File: config.mk
export PLATFORM = sky130hd
export DESIGN_NAME = dsa_ctrl
export DESIGN_NICKNAME = d
export VERILOG_FILES = /design/src/rtl/dsa_pkg.sv /design/src/rtl/dsa_ctrl.sv
export SDC_FILE = /design/constraint.sdc
export NUM_CORES = 1
export LEC_CHECK = 0
export BUFFER_PORTS_ARGS = -buffer_cell sky130_fd_sc_hd__buf_2
export CAP_MARGIN = 40
export CELL_PAD_IN_SITES_DETAIL_PLACEMENT = 1
export CELL_PAD_IN_SITES_GLOBAL_PLACEMENT = 1
export CORE_AREA = 2 2 39 41
export CTS_BUF_LIST = sky130_fd_sc_hd__clkbuf_4
export DETAILED_ROUTE_END_ITERATION = 8
export DIE_AREA = 0 0 41 43
export GPL_TIMING_DRIVEN = 0
export PLACE_DENSITY = 0.44
export SYNTH_ARGS = -nofsm -noshare
export SYNTH_HDL_FRONTEND = slang
export SYNTH_SLANG_ARGS = --single-unit
File: constraint.sdc
create_clock -name clk -period 0.8 [get_ports clk]
set_input_delay 0.16 -clock clk [delete_from_list [all_inputs] [get_ports clk]]
set_output_delay 0.16 -clock clk [all_outputs]
set_load 0.02 [all_outputs]
File: src/rtl/dsa_pkg.sv
// Shared types and codes for the dual stack ALU unit.
package dsa_pkg;

  localparam logic [3:0] MODE_PUSH    = 4'd0;
  localparam logic [3:0] MODE_POP     = 4'd1;
  localparam logic [3:0] MODE_ADD     = 4'd2;
  localparam logic [3:0] MODE_SUB     = 4'd3;
  localparam logic [3:0] MODE_DUP     = 4'd4;
  localparam logic [3:0] MODE_SWAP    = 4'd5;
  localparam logic [3:0] MODE_ROT     = 4'd6;
  localparam logic [3:0] MODE_LESS    = 4'd7;
  localparam logic [3:0] MODE_EQUAL   = 4'd8;
  localparam logic [3:0] MODE_GREATER = 4'd9;
  localparam logic [3:0] MODE_INVERT  = 4'd10;
  localparam logic [3:0] MODE_RPUSH   = 4'd11;
  localparam logic [3:0] MODE_RPOP    = 4'd12;

  localparam logic [2:0] ST_OK         = 3'd0;
  localparam logic [2:0] ST_DATA_UNDER = 3'd1;
  localparam logic [2:0] ST_RET_UNDER  = 3'd2;
  localparam logic [2:0] ST_FULL       = 3'd3;
  localparam logic [2:0] ST_HALTED     = 3'd4;

  localparam logic [15:0] WORD_TRUE  = 16'hFFFF;
  localparam logic [15:0] WORD_FALSE = 16'h0000;

  typedef enum logic [1:0] {
    S_IDLE,
    S_EXEC,
    S_ROT_A,
    S_ROT_B
  } state_t;

  typedef struct packed {
    logic load;
    logic exec;
    logic rot_a;
    logic rot_b;
  } dp_ctl_t;

  typedef struct packed {
    logic rot_go;
  } dp_sts_t;

endpackage

File: src/rtl/dsa_ctrl.sv
// Sequencing state machine for the dual stack ALU unit.
module dsa_ctrl import dsa_pkg::*; (
  input  logic    clk,
  input  logic    rst,
  input  logic    start,
  input  dp_sts_t sts,
  output dp_ctl_t ctl,
  output logic    busy,
  output logic    done
);

  state_t state, state_next;
  logic   done_next;

  always_ff @(posedge clk) begin
    if (rst) begin
      state <= S_IDLE;
      done  <= 1'b0;
    end else begin
      state <= state_next;
      done  <= done_next;
    end
  end

  always_comb begin
    state_next = state;
    done_next  = 1'b0;
    ctl        = '0;
    busy       = 1'b1;
    unique case (state)
      S_IDLE: begin
        busy = 1'b0;
        if (start) begin
          ctl.load   = 1'b1;
          state_next = S_EXEC;
        end
      end
      S_EXEC: begin
        ctl.exec = 1'b1;
        if (sts.rot_go) begin
          state_next = S_ROT_A;
        end else begin
          state_next = S_IDLE;
          done_next  = 1'b1;
        end
      end
      S_ROT_A: begin
        ctl.rot_a  = 1'b1;
        state_next = S_ROT_B;
      end
      S_ROT_B: begin
        ctl.rot_b  = 1'b1;
        state_next = S_IDLE;
        done_next  = 1'b1;
      end
      default: state_next = S_IDLE;
    endcase
  end

endmodule

==> metrics.txt, run 1 <==
status=finished with violations; failing checks=setup timing; vias in the first global route=188; Setup Skew=2.06 ps; Cells after Synth=16; Hold Fails Final Rpt=0; die height=43 um; min Tclk post-route=1180 ps; Ys Warns=0; synth-to-layout area growth=132%; crit-path cells=or2_4, nor2_4, buf_6; post-route design area=332 um^2; Power Dens Cells=1820 nW/um^2; largest net degree at the start of global routing=8; routed via count=170; worst rel slew slack=0.912; WP data arrival=1020 ps; gpl congestion=0.702; final period utilization=1.48; Final setup viols=9; multi-input logic area=103 um^2; Post-DRT Antenna Nets=0; ant diodes=0; Final WS setup=-381 ps; CP Capture Type=output port; initial drt markers=2; syn avg cell area=8.91 um^2; CTS root buffer=clkbuf_4; Buf+Inv Stages, Crit Path=1; first-pass GRT wire length=655 um; WP data required=640 ps; Crit path largest cell delay=350 ps; Crit-path slowest cell=dfxtp_4; maximum vdd ir drop=0.579 mV; IO Pins=10; total clock sinks=3; fillers=170; crit path launch type=flip-flop; R2R cell count=4; DR vias/cell=3.54; proportion of layout cells with a drive suffix above 1=0.813; GRT overflow=0; final std cells w/o fill=48; Least-Margin Pin Slew=131 ps; Worst Hold Depth=2; WL/cell=8.77 um; register area share after synthesis=0.421; sequential cell area=68.8 um^2; Buffers on Ports=9; count of state elements after synthesis=3; family with the most delay on the worst path=flip-flops; utilization after layout=0.240; Setup CP Type=flip-flop to output port; GRT Total Usage=0.0632; Synth cell types=12; syn nets=20; DRC viols=0; fin. max-slew vios=0; clock slew at reported path FFs=40 ps; fin nets=37; H-Tree Depth=1; CTS Buf Count=3; dpl hpwl=303 um; area of the core=1380 um^2; stages on the worst setup path=3; Worst-Skew Late Latency=230 ps; total power=0.604 mW; DIE WIDTH=41 um; initial antenna violation count=0; reg2reg setup slack=-150 ps; setup TNS=-1830 ps; Leak=0.162 nW; Initial Util=0.103; fmax=847 MHz; RSZ-0062 raised after global routing=true; Hold Path Class=input port to flip-flop; worst-path fanout max=7; clk buf depth=2; # Max-Cap Violations=0; Placed Cells=41; First-pass DRT Iterations=4; Die Area=1760 um^2; CTS tree=built; total routed wirelength=421 um; Syn Std Cell Area=143 um^2; DP Area=215 um^2; Rows=14; CTS Hold Bufs=0
## per-layer routing
layer	share of wire	GRT usage	vias up
li1	-	-	81
met1	0.34	0.0513	80
met3	0.078	0.0314	0
met5	0	0	-
met2	0.58	0.0906	9
met4	0	0.0800	0
## cell usage after synthesis, drive strengths merged
| cell | instances | area [um^2] |
|---|---|---|
| nand2b | 1 | 6.26 |
| or2 | 1 | 8.76 |
| nor3b | 1 | 12.5 |
| and2 | 1 | 7.51 |
| a21oi | 1 | 5.00 |
| nor2 | 2 | 10.0 |
| nor2b | 2 | 12.5 |
| inv | 2 | 7.51 |
| nor3 | 1 | 5.00 |
| dfxtp | 3 | 60.1 |
| nand3b | 1 | 7.51 |
## metrics by stage
stage                     hold slack (ps)  setup slack (ps)
final                                 129              -381
after global routing                  113              -414
after detailed placement              373              -198
after floorplan                       229              -120
after global placement                365              -182
after CTS                             120              -388
## worst reg2reg max path, cell delays in order (launching register included)
cell and delay (ps):
dfxtp_4 340, buf_4 140, buf_6 120, nand3b_1 150, a21oi_1 130
## final timing paths
kind	startpoint	end
worst max-delay path	state[0]	ctl[3]
worst min-delay path	rst	flip-flop
worst max register to register	flip-flop	flip-flop
worst min register to register	state[0]	state[0]
## layout make-up
cell class,instances,area share
clock buffers,4,0.0906
inverters,2,0.0226
flip-flops and latches,3,0.208
multi-input cells,11,0.309
repair buffers,12,0.309
well taps,16,0.0604
## placed cells by master (no fill, tap or decap), drive strengths merged
master	n
a21oi	1
and2	1
buf	12
clkbuf	4
dfxtp	3
inv	2
nand2b	1
nand3b	1
nor2	2
nor2b	2
nor3	1
nor3b	1
or2	1
## where the power goes
group	total [mW]	leakage (nW)	switching (mW)	internal, mW
combinational	0.140	0.117	0.0635	0.0768
sequential	0.166	0.0264	0.00918	0.157
clock	0.298	0.0184	0.0769	0.221
total	0.604	0.162	0.150	0.454
## cell families after synthesis
kind of cell	synth area share
buffers and inverters	0.0527
DFF	0.421
and+or+nand+nor	0.491
AOI/OAI and AO/OA	0.0351
## repair_timing
item,CTS,global route
pin swaps,2,0
resized for setup,16,4
cloned,0,0
endpoints found under the setup margin,6,9
setup buffers,3,0
No activity file was read; power rests on OpenSTA's default activity.
==> run 2, diff against run 1 <==
Clock period 0.8 ns to 1.01 ns, I/O delays scaled along.
==> run 2 against run 1 <==
The run still ends with setup timing left. Via count rose by 4.1%. Routed wire length rose by 21%. Power down 19%. Highest routed layer unchanged.
==> metrics.txt, run 2 (synthesis results as in run 1) <==
initial drt markers=0 (was 2); CP Capture Type=output port (unchanged); synth-to-layout area growth=143% (was 132%); CTS root buffer=clkbuf_4 (unchanged); Final WS setup=-220 ps (was -381 ps); proportion of layout cells with a drive suffix above 1=0.806 (was 0.813); worst-path fanout max=4 (was 7); Worst Hold Depth=2 (unchanged); Crit-path slowest cell=dfxtp_4 (unchanged); H-Tree Depth=1 (unchanged); Die Area=1760 um^2 (unchanged); commonest non-fill, non-tap cell in the layout=buf_4 (was buf_6); Setup Skew=6.37 ps (was 2.06 ps); ant diodes=0 (unchanged); Final setup viols=5 (was 9); clk buf depth=2 (unchanged); reg2reg setup slack=90 ps (was -150 ps); fmax=813 MHz; routed via count=177 (was 170); CTS tree=built (unchanged); Leak=0.172 nW (was 0.162 nW); min Tclk post-route=1230 ps; Buf+Inv Stages, Crit Path=1 (unchanged); DP Area=213 um^2 (was 215 um^2); Hold Fails Final Rpt=0 (unchanged); IO Pins=10 (unchanged); fillers=169 (was 170); clock slew at reported path FFs=40 ps (about the same); die height=43 um (unchanged); total routed wirelength=510 um (was 421 um); maximum vdd ir drop=0.419 mV (was 0.579 mV); final period utilization=1.22; Post-DRT Antenna Nets=0 (unchanged); R2R cell count=4 (unchanged); Power Dens Cells=1420 nW/um^2 (was 1820 nW/um^2); crit path launch type=flip-flop (unchanged); GRT Total Usage=0.0722 (was 0.0632); dpl hpwl=340 um (was 303 um); Worst-Skew Late Latency=240 ps (was 230 ps); Setup CP Type=flip-flop to output port (unchanged); GRT overflow=0 (unchanged); status=finished with violations (unchanged); worst r2r src=state[0]; gpl congestion=0.559 (was 0.702); area of the core=1380 um^2 (unchanged); DIE WIDTH=41 um (unchanged); stages on the worst setup path=3 (unchanged); RSZ-0062 raised after global routing=true (unchanged); First-pass DRT Iterations=1 (was 4); worst rel slew slack=0.902 (was 0.912); family with the most delay on the worst path=flip-flops (unchanged); most frequent cells in the layout=buf_4, buf_2, buf_6, clkbuf_4, dfxtp_4 (was buf_6, clkbuf_4, buf_2); vias in the first global route=188 (unchanged); CTS Buf Count=3 (unchanged); post-route design area=347 um^2 (was 332 um^2); WP data required=810 ps (was 640 ps); largest net degree at the start of global routing=8 (unchanged); DRC viols=0 (unchanged); crit path to=ctl[3] (unchanged); failing checks=setup timing (unchanged); CTS Hold Bufs=0 (unchanged); WP data arrival=1030 ps (was 1020 ps); initial antenna violation count=0 (unchanged); fin. max-slew vios=0 (unchanged); Initial Util=0.103 (unchanged); crit-path cells=or2_4, nor2_4, buf_6 (unchanged); Rows=14 (unchanged); Least-Margin Pin Slew=147 ps (was 131 ps); Crit path largest cell delay=340 ps (was 350 ps); Buffers on Ports=9 (unchanged); Hold Path Class=input port to flip-flop (unchanged); # Max-Cap Violations=0 (unchanged); DR vias/cell=3.40 (was 3.54); total clock sinks=3 (unchanged); fin nets=41 (was 37); Critical Path Start=state[0] (unchanged); first-pass GRT wire length=779 um (was 655 um); dpl ws=-35.6 ps (was -198 ps); WL/cell=9.81 um (was 8.77 um); total power=0.492 mW (was 0.604 mW)
[run 2: layer usage]
layer / vias up / track usage / wire, um
li1: 90 / - / -
met3: 0 / 0.0157 / 40
met1: 78 / 0.0769 / 199
met4: 0 / 0.0800 / 0
met5: - / 0 / 0
met2: 9 / 0.103 / 269
[run 2: worst min path at each step]
stage | startpoint | to
final | rst | state[0]
after floorplan | rst | flip-flop
after global placement | rst | flip-flop
after detailed placement | rst | flip-flop
after global routing | rst | flip-flop
after CTS | rst | state[0]
[run 2: per-stage QoR]
stage                     std cells  TNS [ps]  hold slack [ps]  utilization
after floorplan                  16         0              271            -
after global placement           41     -9.26              404        0.154
after detailed placement         41     -35.6              413        0.154
after CTS                        47      -783              153        0.212
after global routing             52     -1020              152        0.250
final                            52      -817              160        0.250
[run 2: power by group]
part	internal [mW]	switching (mW)	leakage [nW]
sequential	0.124	0.00752	0.0259
combinational	0.0685	0.0517	0.128
clock	0.175	0.0653	0.0184
[run 2: repair_timing]
| item | in CTS | in global routing |
|---|---|---|
| gates cloned | 0 | 0 |
| setup endpoints to repair | 5 | 5 |
| resized for setup | 12 | 5 |
| buffers inserted | 2 | 5 |
| pin swaps | 1 | 1 |
[run 2: cell type report]
cell class	instances	area (um^2)	area share
repair buffers	16	126	0.365
multi-input cells	11	95.1	0.274
flip-flops and latches	3	67.6	0.195
well taps	16	20.0	0.0578
inverters	2	7.51	0.0217
clock buffers	4	30.0	0.0866
